File: src/psw_pkg.sv
// Shared widths, microcode types and the control program of the priority scheduler.
package psw_pkg;

  localparam int unsigned BurstW              = 16;
  localparam int unsigned PrioW               = 8;
  localparam int unsigned IndexW              = 4;
  localparam int unsigned TimeW               = 20;
  localparam int unsigned MaxProcessesDefault = 16;
  localparam int unsigned StepW               = 4;

  typedef logic [StepW-1:0] step_t;

  localparam step_t StLoad   = 4'd0;
  localparam step_t StIStart = 4'd1;
  localparam step_t StILatch = 4'd2;
  localparam step_t StJStep  = 4'd3;
  localparam step_t StSwRd   = 4'd4;
  localparam step_t StSwW1   = 4'd5;
  localparam step_t StSwW2   = 4'd6;
  localparam step_t StTRd    = 4'd7;
  localparam step_t StTAcc   = 4'd8;
  localparam step_t StDivW   = 4'd9;
  localparam step_t StDivWW  = 4'd10;
  localparam step_t StDivT   = 4'd11;
  localparam step_t StDivTW  = 4'd12;
  localparam step_t StERd    = 4'd13;
  localparam step_t StEOut   = 4'd14;
  localparam step_t StDone   = 4'd15;

  typedef enum logic [1:0] {A_NONE, A_I, A_K, A_K1}               a_src_e;
  typedef enum logic [1:0] {B_NONE, B_J, B_J1, B_SEL}             b_src_e;
  typedef enum logic [1:0] {W_NONE, W_IN, W_I_FROM_B, W_SEL_FROM_A} wr_e;
  typedef enum logic [2:0] {X_NONE, X_NEWI, X_SELP, X_SCAN, X_NEXTI} idx_op_e;
  typedef enum logic [1:0] {C_NONE, C_CLR, C_SUM, C_EMIT}         acc_op_e;
  typedef enum logic [2:0] {D_NONE, D_START_W, D_START_T, D_TAKE_W, D_TAKE_T} div_op_e;
  typedef enum logic [1:0] {S_NONE, S_IN, S_DIV, S_OUT}           stall_e;
  typedef enum logic [2:0] {F_CLOSE, F_JEND, F_J1END, F_IEND, F_KEND} flag_e;
  typedef enum logic [1:0] {J_NEXT, J_GOTO, J_IF, J_IFNOT}        cond_e;

  typedef struct packed {
    a_src_e  a_src;
    b_src_e  b_src;
    wr_e     wr;
    idx_op_e idx_op;
    acc_op_e acc_op;
    div_op_e div_op;
    stall_e  stall;
    flag_e   flag;
    cond_e   cond;
    step_t   target;
  } ctrl_t;

  function automatic ctrl_t prog_word(step_t step);
    ctrl_t w;
    w = '{a_src: A_NONE, b_src: B_NONE, wr: W_NONE, idx_op: X_NONE, acc_op: C_NONE,
          div_op: D_NONE, stall: S_NONE, flag: F_CLOSE, cond: J_NEXT, target: StLoad};
    case (step)
      StLoad: begin
        w.wr = W_IN; w.stall = S_IN; w.flag = F_CLOSE; w.cond = J_IFNOT; w.target = StLoad;
      end
      StIStart: begin
        w.a_src = A_I; w.idx_op = X_NEWI;
      end
      StILatch: begin
        w.b_src = B_J; w.idx_op = X_SELP; w.flag = F_JEND; w.cond = J_IF; w.target = StSwRd;
      end
      StJStep: begin
        w.b_src = B_J1; w.idx_op = X_SCAN; w.flag = F_J1END; w.cond = J_IFNOT;
        w.target = StJStep;
      end
      StSwRd: begin
        w.a_src = A_I; w.b_src = B_SEL;
      end
      StSwW1: begin
        w.wr = W_I_FROM_B;
      end
      StSwW2: begin
        w.wr = W_SEL_FROM_A; w.idx_op = X_NEXTI; w.flag = F_IEND; w.cond = J_IFNOT;
        w.target = StIStart;
      end
      StTRd: begin
        w.a_src = A_K; w.acc_op = C_CLR;
      end
      StTAcc: begin
        w.a_src = A_K1; w.acc_op = C_SUM; w.flag = F_KEND; w.cond = J_IFNOT;
        w.target = StTAcc;
      end
      StDivW: begin
        w.div_op = D_START_W;
      end
      StDivWW: begin
        w.div_op = D_TAKE_W; w.stall = S_DIV;
      end
      StDivT: begin
        w.div_op = D_START_T;
      end
      StDivTW: begin
        w.div_op = D_TAKE_T; w.stall = S_DIV; w.acc_op = C_CLR;
      end
      StERd: begin
        w.a_src = A_K;
      end
      StEOut: begin
        w.acc_op = C_EMIT; w.stall = S_OUT; w.flag = F_KEND; w.cond = J_IFNOT;
        w.target = StERd;
      end
      StDone: begin
        w.cond = J_GOTO; w.target = StLoad;
      end
      default: begin
        w.cond = J_GOTO; w.target = StLoad;
      end
    endcase
    return w;
  endfunction

endpackage

File: src/psw_ifs.sv
// Valid/ready channels for process words in and schedule words out.
interface psw_in_if import psw_pkg::*; ();
  logic             valid;
  logic             ready;
  logic [BurstW-1:0] burst_time;
  logic [PrioW-1:0]  priority_level;
  logic              last_item;

  modport source (output valid, burst_time, priority_level, last_item, input ready);
  modport sink   (input valid, burst_time, priority_level, last_item, output ready);
endinterface

interface psw_out_if import psw_pkg::*; ();
  logic              valid;
  logic              ready;
  logic [IndexW-1:0] process_index;
  logic [BurstW-1:0] burst_out;
  logic [PrioW-1:0]  priority_out;
  logic [TimeW-1:0]  wait_time;
  logic [TimeW-1:0]  turnaround_time;
  logic [TimeW-1:0]  average_wait;
  logic [TimeW-1:0]  average_turnaround;
  logic              final_result;

  modport source (output valid, process_index, burst_out, priority_out, wait_time,
                  turnaround_time, average_wait, average_turnaround, final_result,
                  input ready);
  modport sink   (input valid, process_index, burst_out, priority_out, wait_time,
                  turnaround_time, average_wait, average_turnaround, final_result,
                  output ready);
endinterface

File: src/psw_div.sv
// Serial restoring divider, one quotient bit per cycle.
module psw_div #(
  parameter int unsigned DIVIDEND_W = 28,
  parameter int unsigned DIVISOR_W  = 5
) (
  input  logic                  clk_i,
  input  logic                  rst_ni,
  input  logic                  start_i,
  input  logic [DIVIDEND_W-1:0] dividend_i,
  input  logic [DIVISOR_W-1:0]  divisor_i,
  output logic [DIVIDEND_W-1:0] quotient_o,
  output logic                  done_o
);

  localparam int unsigned CNT_W = $clog2(DIVIDEND_W + 1);

  logic [DIVIDEND_W-1:0] quo_q, quo_d;
  logic [DIVISOR_W-1:0]  rem_q, rem_d;
  logic [DIVISOR_W-1:0]  dvs_q, dvs_d;
  logic [CNT_W-1:0]      cnt_q, cnt_d;
  logic                  busy_q, busy_d;
  logic                  done_q, done_d;
  logic [DIVISOR_W:0]    rem_sh;
  logic [DIVISOR_W:0]    diff;
  logic                  ge;

  assign rem_sh = {rem_q, quo_q[DIVIDEND_W-1]};
  assign ge     = rem_sh >= {1'b0, dvs_q};
  assign diff   = rem_sh - {1'b0, dvs_q};

  always_comb begin
    quo_d  = quo_q;
    rem_d  = rem_q;
    dvs_d  = dvs_q;
    cnt_d  = cnt_q;
    busy_d = busy_q;
    done_d = done_q;
    if (start_i) begin
      quo_d  = dividend_i;
      rem_d  = '0;
      dvs_d  = divisor_i;
      cnt_d  = CNT_W'(DIVIDEND_W);
      busy_d = 1'b1;
      done_d = 1'b0;
    end else if (busy_q) begin
      quo_d = {quo_q[DIVIDEND_W-2:0], ge};
      rem_d = ge ? diff[DIVISOR_W-1:0] : rem_sh[DIVISOR_W-1:0];
      cnt_d = cnt_q - CNT_W'(1);
      if (cnt_q == CNT_W'(1)) begin
        busy_d = 1'b0;
        done_d = 1'b1;
      end
    end
  end

  always_ff @(posedge clk_i or negedge rst_ni) begin
    if (!rst_ni) begin
      cnt_q  <= '0;
      busy_q <= 1'b0;
      done_q <= 1'b0;
    end else begin
      cnt_q  <= cnt_d;
      busy_q <= busy_d;
      done_q <= done_d;
    end
  end

  always_ff @(posedge clk_i) begin
    quo_q <= quo_d;
    rem_q <= rem_d;
    dvs_q <= dvs_d;
  end

  assign quotient_o = quo_q;
  assign done_o     = done_q;

endmodule

File: src/priority_schedule_wait_times.sv
// Top level: batch loader, microcoded selection sort, wait/turnaround totals and emitter.
//
//  channel | dir | word                                                    | accepted when
//  in_i    | in  | burst_time, priority_level, last_item                   | valid && ready
//  out_o   | out | process_index, burst_out, priority_out, wait_time,       | valid && ready
//          |     | turnaround_time, average_wait, average_turnaround,      |
//          |     | final_result                                            |
//
// Loading writes each accepted word into the store. A batch of n closes on last_item or when
// the store fills; then the sequencer runs the sort (one compare per cycle on the two-port
// store), the totals, both averages in the shared serial divider and the emission; input is
// taken only while loading.
// Reset clears the sequencer, counters and output valid; the store needs no clearing.
// A stalled output holds the emit step; the registered result word frees the store reads.
module priority_schedule_wait_times import psw_pkg::*; #(
  parameter int unsigned MAX_PROCESSES = MaxProcessesDefault
) (
  input  logic      clk_i,
  input  logic      rst_ni,
  psw_in_if.sink    in_i,
  psw_out_if.source out_o
);

  localparam int unsigned IDX_W    = $clog2(MAX_PROCESSES);
  localparam int unsigned CNT_W    = $clog2(MAX_PROCESSES + 1);
  localparam int unsigned ELAP_W   = BurstW + CNT_W;
  localparam int unsigned TOT_W    = BurstW + 2 * CNT_W;
  localparam int unsigned PRIO_LSB = BurstW;
  localparam int unsigned IDX_LSB  = BurstW + PrioW;
  localparam int unsigned ENTRY_W  = IDX_W + PrioW + BurstW;

  // sequencer
  step_t step_q, step_d;
  ctrl_t cw;
  logic  stall, go, flag;

  // counters and pointers
  logic [CNT_W-1:0] cnt_q, cnt_d;
  logic [CNT_W-1:0] n_q, n_d;
  logic [CNT_W-1:0] i_q, i_d;
  logic [CNT_W-1:0] j_q, j_d;
  logic [CNT_W-1:0] sel_q, sel_d;
  logic [CNT_W-1:0] k_q, k_d;
  logic [CNT_W-1:0] j_inc, k_inc, i_inc2;
  logic [PrioW-1:0] selp_q, selp_d;

  // store
  logic [ENTRY_W-1:0] mem_q [MAX_PROCESSES];
  logic [ENTRY_W-1:0] a_q, b_q;
  logic [ENTRY_W-1:0] wr_data;
  logic [IDX_W-1:0]   wr_addr, a_addr, b_addr;
  logic               wr_en, a_en, b_en;
  logic [BurstW-1:0]  a_burst;
  logic [PrioW-1:0]   a_prio, b_prio;
  logic [IDX_W-1:0]   a_idx;

  // accumulation and division
  logic [ELAP_W-1:0] elapsed_q, elapsed_d, el_new;
  logic [TOT_W-1:0]  tot_wait_q, tot_wait_d;
  logic [TOT_W-1:0]  tot_turn_q, tot_turn_d;
  logic [TimeW-1:0]  avg_wait_q, avg_wait_d;
  logic [TimeW-1:0]  avg_turn_q, avg_turn_d;
  logic              div_start, div_done;
  logic [TOT_W-1:0]  div_dividend, div_quotient;

  // output word
  logic              out_valid_q, out_valid_d, out_load;
  logic [IndexW-1:0] o_idx_q;
  logic [BurstW-1:0] o_burst_q;
  logic [PrioW-1:0]  o_prio_q;
  logic [TimeW-1:0]  o_wait_q, o_turn_q, o_avgw_q, o_avgt_q;
  logic              o_final_q;

  logic in_fire, closing;

  assign cw      = prog_word(step_q);
  assign in_fire = in_i.valid && in_i.ready;
  assign closing = in_i.last_item || (cnt_q == CNT_W'(MAX_PROCESSES - 1));

  assign j_inc  = j_q + CNT_W'(1);
  assign k_inc  = k_q + CNT_W'(1);
  assign i_inc2 = i_q + CNT_W'(2);

  assign a_burst = a_q[BurstW-1:0];
  assign a_prio  = a_q[IDX_LSB-1:PRIO_LSB];
  assign a_idx   = a_q[ENTRY_W-1:IDX_LSB];
  assign b_prio  = b_q[IDX_LSB-1:PRIO_LSB];
  assign el_new  = elapsed_q + ELAP_W'(a_burst);

  always_comb begin
    case (cw.stall)
      S_IN:    stall = !in_fire;
      S_DIV:   stall = !div_done;
      S_OUT:   stall = out_valid_q && !out_o.ready;
      default: stall = 1'b0;
    endcase
    go = !stall;
  end

  always_comb begin
    case (cw.flag)
      F_CLOSE: flag = closing;
      F_JEND:  flag = j_q >= n_q;
      F_J1END: flag = j_inc >= n_q;
      F_IEND:  flag = i_inc2 >= n_q;
      F_KEND:  flag = k_inc >= n_q;
      default: flag = 1'b0;
    endcase
  end

  always_comb begin
    step_d = step_q;
    if (go) begin
      case (cw.cond)
        J_GOTO:  step_d = cw.target;
        J_IF:    step_d = flag ? cw.target : step_q + StepW'(1);
        J_IFNOT: step_d = flag ? step_q + StepW'(1) : cw.target;
        default: step_d = step_q + StepW'(1);
      endcase
    end
  end

  // store ports
  always_comb begin
    case (cw.a_src)
      A_K:     a_addr = k_q[IDX_W-1:0];
      A_K1:    a_addr = k_inc[IDX_W-1:0];
      default: a_addr = i_q[IDX_W-1:0];
    endcase
    case (cw.b_src)
      B_J1:    b_addr = j_inc[IDX_W-1:0];
      B_SEL:   b_addr = sel_q[IDX_W-1:0];
      default: b_addr = j_q[IDX_W-1:0];
    endcase
    a_en = go && (cw.a_src != A_NONE);
    b_en = go && (cw.b_src != B_NONE);
    case (cw.wr)
      W_IN: begin
        wr_addr = cnt_q[IDX_W-1:0];
        wr_data = {cnt_q[IDX_W-1:0], in_i.priority_level, in_i.burst_time};
      end
      W_I_FROM_B: begin
        wr_addr = i_q[IDX_W-1:0];
        wr_data = b_q;
      end
      default: begin
        wr_addr = sel_q[IDX_W-1:0];
        wr_data = a_q;
      end
    endcase
    wr_en = go && (cw.wr != W_NONE);
  end

  always_ff @(posedge clk_i) begin
    if (wr_en) begin
      mem_q[wr_addr] <= wr_data;
    end
    if (a_en) begin
      a_q <= mem_q[a_addr];
    end
    if (b_en) begin
      b_q <= mem_q[b_addr];
    end
  end

  // datapath
  always_comb begin
    cnt_d      = cnt_q;
    n_d        = n_q;
    i_d        = i_q;
    j_d        = j_q;
    sel_d      = sel_q;
    k_d        = k_q;
    selp_d     = selp_q;
    elapsed_d  = elapsed_q;
    tot_wait_d = tot_wait_q;
    tot_turn_d = tot_turn_q;
    avg_wait_d = avg_wait_q;
    avg_turn_d = avg_turn_q;
    out_load   = 1'b0;
    div_start  = 1'b0;

    if (go) begin
      if (cw.wr == W_IN) begin
        if (closing) begin
          n_d   = cnt_q + CNT_W'(1);
          cnt_d = '0;
          i_d   = '0;
          k_d   = '0;
        end else begin
          cnt_d = cnt_q + CNT_W'(1);
        end
      end

      case (cw.idx_op)
        X_NEWI: begin
          sel_d = i_q;
          j_d   = i_q + CNT_W'(1);
        end
        X_SELP: selp_d = a_prio;
        X_SCAN: begin
          if (b_prio < selp_q) begin
            sel_d  = j_q;
            selp_d = b_prio;
          end
          j_d = j_inc;
        end
        X_NEXTI: i_d = i_q + CNT_W'(1);
        default: ;
      endcase

      case (cw.acc_op)
        C_CLR: begin
          elapsed_d  = '0;
          tot_wait_d = '0;
          tot_turn_d = '0;
          k_d        = '0;
        end
        C_SUM: begin
          tot_wait_d = tot_wait_q + TOT_W'(elapsed_q);
          tot_turn_d = tot_turn_q + TOT_W'(el_new);
          elapsed_d  = el_new;
          k_d        = k_inc;
        end
        C_EMIT: begin
          out_load  = 1'b1;
          elapsed_d = el_new;
          k_d       = k_inc;
        end
        default: ;
      endcase

      case (cw.div_op)
        D_START_W, D_START_T: div_start = 1'b1;
        D_TAKE_W:             avg_wait_d = TimeW'(div_quotient);
        D_TAKE_T:             avg_turn_d = TimeW'(div_quotient);
        default: ;
      endcase
    end
  end

  assign div_dividend = (cw.div_op == D_START_T) ? tot_turn_q : tot_wait_q;

  psw_div #(
    .DIVIDEND_W(TOT_W),
    .DIVISOR_W (CNT_W)
  ) u_div (
    .clk_i     (clk_i),
    .rst_ni    (rst_ni),
    .start_i   (div_start),
    .dividend_i(div_dividend),
    .divisor_i (n_q),
    .quotient_o(div_quotient),
    .done_o    (div_done)
  );

  assign out_valid_d = out_load ? 1'b1 : (out_o.ready ? 1'b0 : out_valid_q);

  always_ff @(posedge clk_i or negedge rst_ni) begin
    if (!rst_ni) begin
      step_q      <= StLoad;
      cnt_q       <= '0;
      n_q         <= '0;
      i_q         <= '0;
      j_q         <= '0;
      sel_q       <= '0;
      k_q         <= '0;
      out_valid_q <= 1'b0;
    end else begin
      step_q      <= step_d;
      cnt_q       <= cnt_d;
      n_q         <= n_d;
      i_q         <= i_d;
      j_q         <= j_d;
      sel_q       <= sel_d;
      k_q         <= k_d;
      out_valid_q <= out_valid_d;
    end
  end

  always_ff @(posedge clk_i) begin
    selp_q     <= selp_d;
    elapsed_q  <= elapsed_d;
    tot_wait_q <= tot_wait_d;
    tot_turn_q <= tot_turn_d;
    avg_wait_q <= avg_wait_d;
    avg_turn_q <= avg_turn_d;
    if (out_load) begin
      o_idx_q   <= IndexW'(a_idx);
      o_burst_q <= a_burst;
      o_prio_q  <= a_prio;
      o_wait_q  <= TimeW'(elapsed_q);
      o_turn_q  <= TimeW'(el_new);
      o_avgw_q  <= avg_wait_q;
      o_avgt_q  <= avg_turn_q;
      o_final_q <= k_inc >= n_q;
    end
  end

  assign in_i.ready               = (step_q == StLoad);
  assign out_o.valid              = out_valid_q;
  assign out_o.process_index      = o_idx_q;
  assign out_o.burst_out          = o_burst_q;
  assign out_o.priority_out       = o_prio_q;
  assign out_o.wait_time          = o_wait_q;
  assign out_o.turnaround_time    = o_turn_q;
  assign out_o.average_wait       = o_avgw_q;
  assign out_o.average_turnaround = o_avgt_q;
  assign out_o.final_result       = o_final_q;

  a_fill_in_range: assert property (@(posedge clk_i) disable iff (!rst_ni)
    in_fire |-> cnt_q < CNT_W'(MAX_PROCESSES))
    else $error("fill count past store depth");

  a_sel_in_window: assert property (@(posedge clk_i) disable iff (!rst_ni)
    (step_q == StSwRd) |-> (sel_q >= i_q && sel_q < n_q))
    else $error("selected entry outside unsorted part");

  a_div_done_waited: assert property (@(posedge clk_i) disable iff (!rst_ni)
    $rose(div_done) |-> (step_q == StDivWW || step_q == StDivTW))
    else $error("divider finished outside a wait step");

endmodule
File: src/flat_wrapper.sv
// flat-port wrapper written by rule: the top's interface ports become plain ports
module priority_schedule_wait_times_flat import psw_pkg::*;
#(
  parameter int unsigned MAX_PROCESSES = MaxProcessesDefault
)
  (clk_i, rst_ni, in_i_valid, in_i_burst_time, in_i_priority_level, in_i_last_item, in_i_ready, out_o_valid, out_o_process_index, out_o_burst_out, out_o_priority_out, out_o_wait_time, out_o_turnaround_time, out_o_average_wait, out_o_average_turnaround, out_o_final_result, out_o_ready);
  psw_in_if in_i_i ();
  psw_out_if out_o_i ();
  input  logic clk_i;
  input  logic rst_ni;
  input wire logic [$bits(in_i_i.valid)-1:0] in_i_valid;
  input wire logic [$bits(in_i_i.burst_time)-1:0] in_i_burst_time;
  input wire logic [$bits(in_i_i.priority_level)-1:0] in_i_priority_level;
  input wire logic [$bits(in_i_i.last_item)-1:0] in_i_last_item;
  output wire logic [$bits(in_i_i.ready)-1:0] in_i_ready;
  output wire logic [$bits(out_o_i.valid)-1:0] out_o_valid;
  output wire logic [$bits(out_o_i.process_index)-1:0] out_o_process_index;
  output wire logic [$bits(out_o_i.burst_out)-1:0] out_o_burst_out;
  output wire logic [$bits(out_o_i.priority_out)-1:0] out_o_priority_out;
  output wire logic [$bits(out_o_i.wait_time)-1:0] out_o_wait_time;
  output wire logic [$bits(out_o_i.turnaround_time)-1:0] out_o_turnaround_time;
  output wire logic [$bits(out_o_i.average_wait)-1:0] out_o_average_wait;
  output wire logic [$bits(out_o_i.average_turnaround)-1:0] out_o_average_turnaround;
  output wire logic [$bits(out_o_i.final_result)-1:0] out_o_final_result;
  input wire logic [$bits(out_o_i.ready)-1:0] out_o_ready;
  assign in_i_i.valid = in_i_valid;
  assign in_i_i.burst_time = in_i_burst_time;
  assign in_i_i.priority_level = in_i_priority_level;
  assign in_i_i.last_item = in_i_last_item;
  assign in_i_ready = in_i_i.ready;
  assign out_o_valid = out_o_i.valid;
  assign out_o_process_index = out_o_i.process_index;
  assign out_o_burst_out = out_o_i.burst_out;
  assign out_o_priority_out = out_o_i.priority_out;
  assign out_o_wait_time = out_o_i.wait_time;
  assign out_o_turnaround_time = out_o_i.turnaround_time;
  assign out_o_average_wait = out_o_i.average_wait;
  assign out_o_average_turnaround = out_o_i.average_turnaround;
  assign out_o_final_result = out_o_i.final_result;
  assign out_o_i.ready = out_o_ready;
  priority_schedule_wait_times #(.MAX_PROCESSES(MAX_PROCESSES)) u_core (.clk_i(clk_i), .rst_ni(rst_ni), .in_i(in_i_i), .out_o(out_o_i));
endmodule
File: config.mk
export PLATFORM = sky130hd
export DESIGN_NAME = priority_schedule_wait_times_flat
export DESIGN_NICKNAME = d
export VERILOG_FILES = /design/src/psw_pkg.sv /design/src/psw_ifs.sv /design/src/psw_div.sv /design/src/priority_schedule_wait_times.sv /design/src/flat_wrapper.sv
export SDC_FILE = /design/constraint.sdc
export NUM_CORES = 2
export LEC_CHECK = 0
export BUFFER_PORTS_ARGS = -buffer_cell sky130_fd_sc_hd__buf_2
export CORE_MARGIN = 2
export CORE_UTILIZATION = 56
export DETAILED_ROUTE_END_ITERATION = 10
export MAX_ROUTING_LAYER = met4
export PLACE_DENSITY = 0.79
export SYNTH_ARGS = -nofsm -noshare
export SYNTH_HDL_FRONTEND = slang
export SYNTH_SLANG_ARGS = --single-unit
File: constraint.sdc
create_clock -name clk_i -period 6.2 [get_ports clk_i]
set_input_delay 1.24 -clock clk_i [delete_from_list [all_inputs] [get_ports clk_i]]
set_output_delay 1.24 -clock clk_i [all_outputs]
set_load 0.05 [all_outputs]
==> run metrics <==
GRT Util Overall 27.17%; Sum Neg Setup Slack 0 ps; FF+latch count, synth 811; CTS Sinks 811; Synth Area per Inst 13.66 um2; Setup-failing EPs final 0; Layout Cells excl Fill 4,126; Post-Syn Area 40,440 um2; LEAKAGE 14.80 nW; Inst Count DP 3,980; met2 Use GR 45.56%; Slew Limit Headroom 19.08%; total CTS buffers 83; Worst-Skew Late Latency 650 ps; Post-synth EDFFs 765; largest net degree at the start of global routing 98; critical path data arrival time 5420 ps; CTS tree built; ys flop type edfxtp_1; routed vias/inst 6.204; Slew Limit Fails 0; outcome finished, final reports clean; Clock Skew 31.13 ps; fin nets 3,256; Cell Rows 98; Startpoint Class flop; post-CTS sizing 0; Post CTS Setup Buffer Count 0; H-tree lvl count 3; gr ovfl total 0; Peak Freq 0.1985 GHz; HPWL after detailed placement 64,680 um; count of cell types in the netlist 77; # DRC 0; biggest fanout along the worst timing path 7; clk root buf clkbuf_16; post-synthesis sequential area ratio 59.59%; Ys Warns 0; die width 272.7 um; Port Buf Inserts 139; post-synthesis net count 3,101; async set-reset flop share out of synthesis 5.055%; Hold Fails Final Rpt 0; core footprint 71,490 um2; full die area 74,380 um2; Final ANT Viol Nets 0; initial antenna violation count 1; WL final 99,380 um; first-pass iteration count of the detailed router 6; Crit Path Class reg2reg; GR Util met3 3.567%; Routed wire per std cell 24.09 um; MaxCap Viol Count 0; deepest clock path buffer count 3; WP data required 6580 ps; Ports 140; post-route minimum period 5037 ps; RSZ-0062 raised after global routing no; area growth from synthesis to layout 11.63%; period utilisation layout 81.25%; first-pass GRT wire length 150,700 um; vias in the first global route 26,180; CTS Hold Bufs 0; min-delay worst type reg2reg; Worst Tran Pin Value 1205 ps; fraction of layout cells with a size suffix above 1 15.31%; Peak VDD IR 0.2052 mV; smallest hold slack 417.0 ps; clk slew on worst S/H paths 60 ps; CP Capture Type flop; grt peak-use layer met2; met1 Use GR 34.03%; initial drt markers 2,461; pwr/cell area 241.6 nW/um2; Routability Congestion 0.9106; Synth Instances 2,960; DR vias 25,600; die height 272.7 um; effective utilization at floorplan 56.57%
area by class of cell:
class,count,area [um2]
fill,5201,26340
timing repair buffer,225,1429
clock inverter,44,524.3
tap,950,1189
multi-input combinational,1943,15550
clock buffer,101,2165
antenna,1,2.502
inverter,51,191.4
sequential,811,24100
metal layers:
layer	routed length (um)	share of wire, %	vias to the layer above
met5	0	0	-
li1	-	-	11650
met2	49600	50	875
met4	3301	3.3	0
met1	40940	41	12850
met3	5528	5.6	223
critical path, cell delays in order (launching register included):
cell      delay (ps)
edfxtp_1         430
ha_1             260
fa_1             400
a21o_1           230
a211oi_1         310
o31ai_1          200
o311ai_0         690
nand2_1          150
o21ai_0          200
xnor2_1          190
ha_1             350
a21o_1           210
a21o_1           170
a21o_1           180
a21o_1           200
a21oi_1          230
nor4b_1           80
a211o_1          290
metrics by stage:
| step | total power [mW] | worst slack (ps) | area (um2) | util, % |
|---|---|---|---|---|
| global placement | 6.039 | 1235 | 42450 | 59.39 |
| detailed placement | 6.039 | 1212 | 42450 | 59.39 |
| global route | 11.17 | 887.1 | 45140 | 63.15 |
| CTS | 10.96 | 1154 | 45140 | 63.15 |
| floorplan | 6.019 | 1205 | 40440 | - |
| finish | 10.91 | 1163 | 45140 | 63.15 |
worst paths after layout:
path                                        from                             to  slack (ps)  cells after the start
hold reg to reg            u_core.avg_wait_q[16]  u_core.out_o.average_wait[16]         420                      0
setup / recovery             u_core.elapsed_q[0]          u_core.tot_turn_q[25]        1160                     17
max in group asynchronous                 rst_ni                  u_core.n_q[1]        4750                      1
min in group asynchronous                 rst_ni             u_core.out_o.valid         780                      1
hold / removal             u_core.avg_wait_q[16]  u_core.out_o.average_wait[16]         420                      0
setup reg to reg             u_core.elapsed_q[0]          u_core.tot_turn_q[25]        1160                     17
cell usage in the layout, fill, tap and decap left out, types with 37 or more instances in the layout:
cell,count
buf_2,139
ha_1,106
o21ai_0,164
edfxtp_1,765
nor2_1,89
buf_4,79
clkbuf_16,83
mux2i_1,656
a21oi_1,65
xnor2_1,37
mux2_2,92
dfrtp_1,41
nand2_1,209
inv_1,50
cell families after synthesis:
family          count (synthesis)  synth area share (%)
compound gates                505                 8.041
mux                           755                 18.99
flops                         811                 59.59
xor+xnor                       65                 1.408
buf+inv                       206                 2.568
fa+ha+maj                     112                 3.539
simple gates                  506                 5.866
flip-flops by register name, indices dropped and copies added (netlist names), 21 cells and up:
name and flops:
u_core.mem_q 448, u_core.a_q 28, u_core.b_q 28, u_core.tot_turn_q 26
u_core.tot_wait_q 26, u_core.u_div.quotient_o 26, u_core.elapsed_q 21
Yosys cell counts, types with 4 or more instances:
cell type / count / area share (%)
nand2_1: 210 / 1.9
nor2b_1: 13 / 0.20
a31o_2: 4 / 0.087
buf_4: 29 / 0.54
xnor2_1: 37 / 0.80
mux2_1: 7 / 0.19
and2_1: 33 / 0.51
a31oi_1: 9 / 0.14
and4_1: 4 / 0.087
nand3b_1: 6 / 0.11
o21ai_1: 28 / 0.35
xor2_1: 28 / 0.61
a22oi_1: 32 / 0.59
and3_1: 11 / 0.17
a2bb2oi_1: 28 / 0.61
o22ai_1: 6 / 0.093
nand3_1: 26 / 0.32
nor2_1: 107 / 0.99
a211oi_1: 20 / 0.37
buf_6: 12 / 0.33
fa_1: 4 / 0.20
dfxtp_1: 5 / 0.25
or3_1: 8 / 0.12
or2_2: 5 / 0.077
buf_2: 50 / 0.62
nor3_1: 29 / 0.36
o21a_1: 17 / 0.32
mux2_2: 92 / 2.6
buf_1: 7 / 0.065
o21ai_0: 167 / 2.1
a41oi_1: 4 / 0.087
dfrtp_1: 41 / 2.5
o21bai_1: 10 / 0.19
o221ai_1: 30 / 0.65
a21oi_1: 68 / 0.84
o211ai_1: 9 / 0.17
nor3b_1: 6 / 0.11
ha_1: 108 / 3.3
o31ai_1: 9 / 0.17
a21o_1: 35 / 0.65
mux2i_1: 656 / 16
clkbuf_1: 56 / 0.52
inv_1: 50 / 0.46
nand2b_1: 27 / 0.42
edfxtp_1: 765 / 57
report_power, final:
group	internal, mW	total (mW)	switching (mW)
Sequential	5.90	5.90	0
Clock	2.87	4.98	2.11
Combinational	0.00784	0.0232	0.0153
Total	8.78	10.9	2.12
(Power assumes the default switching activity.)
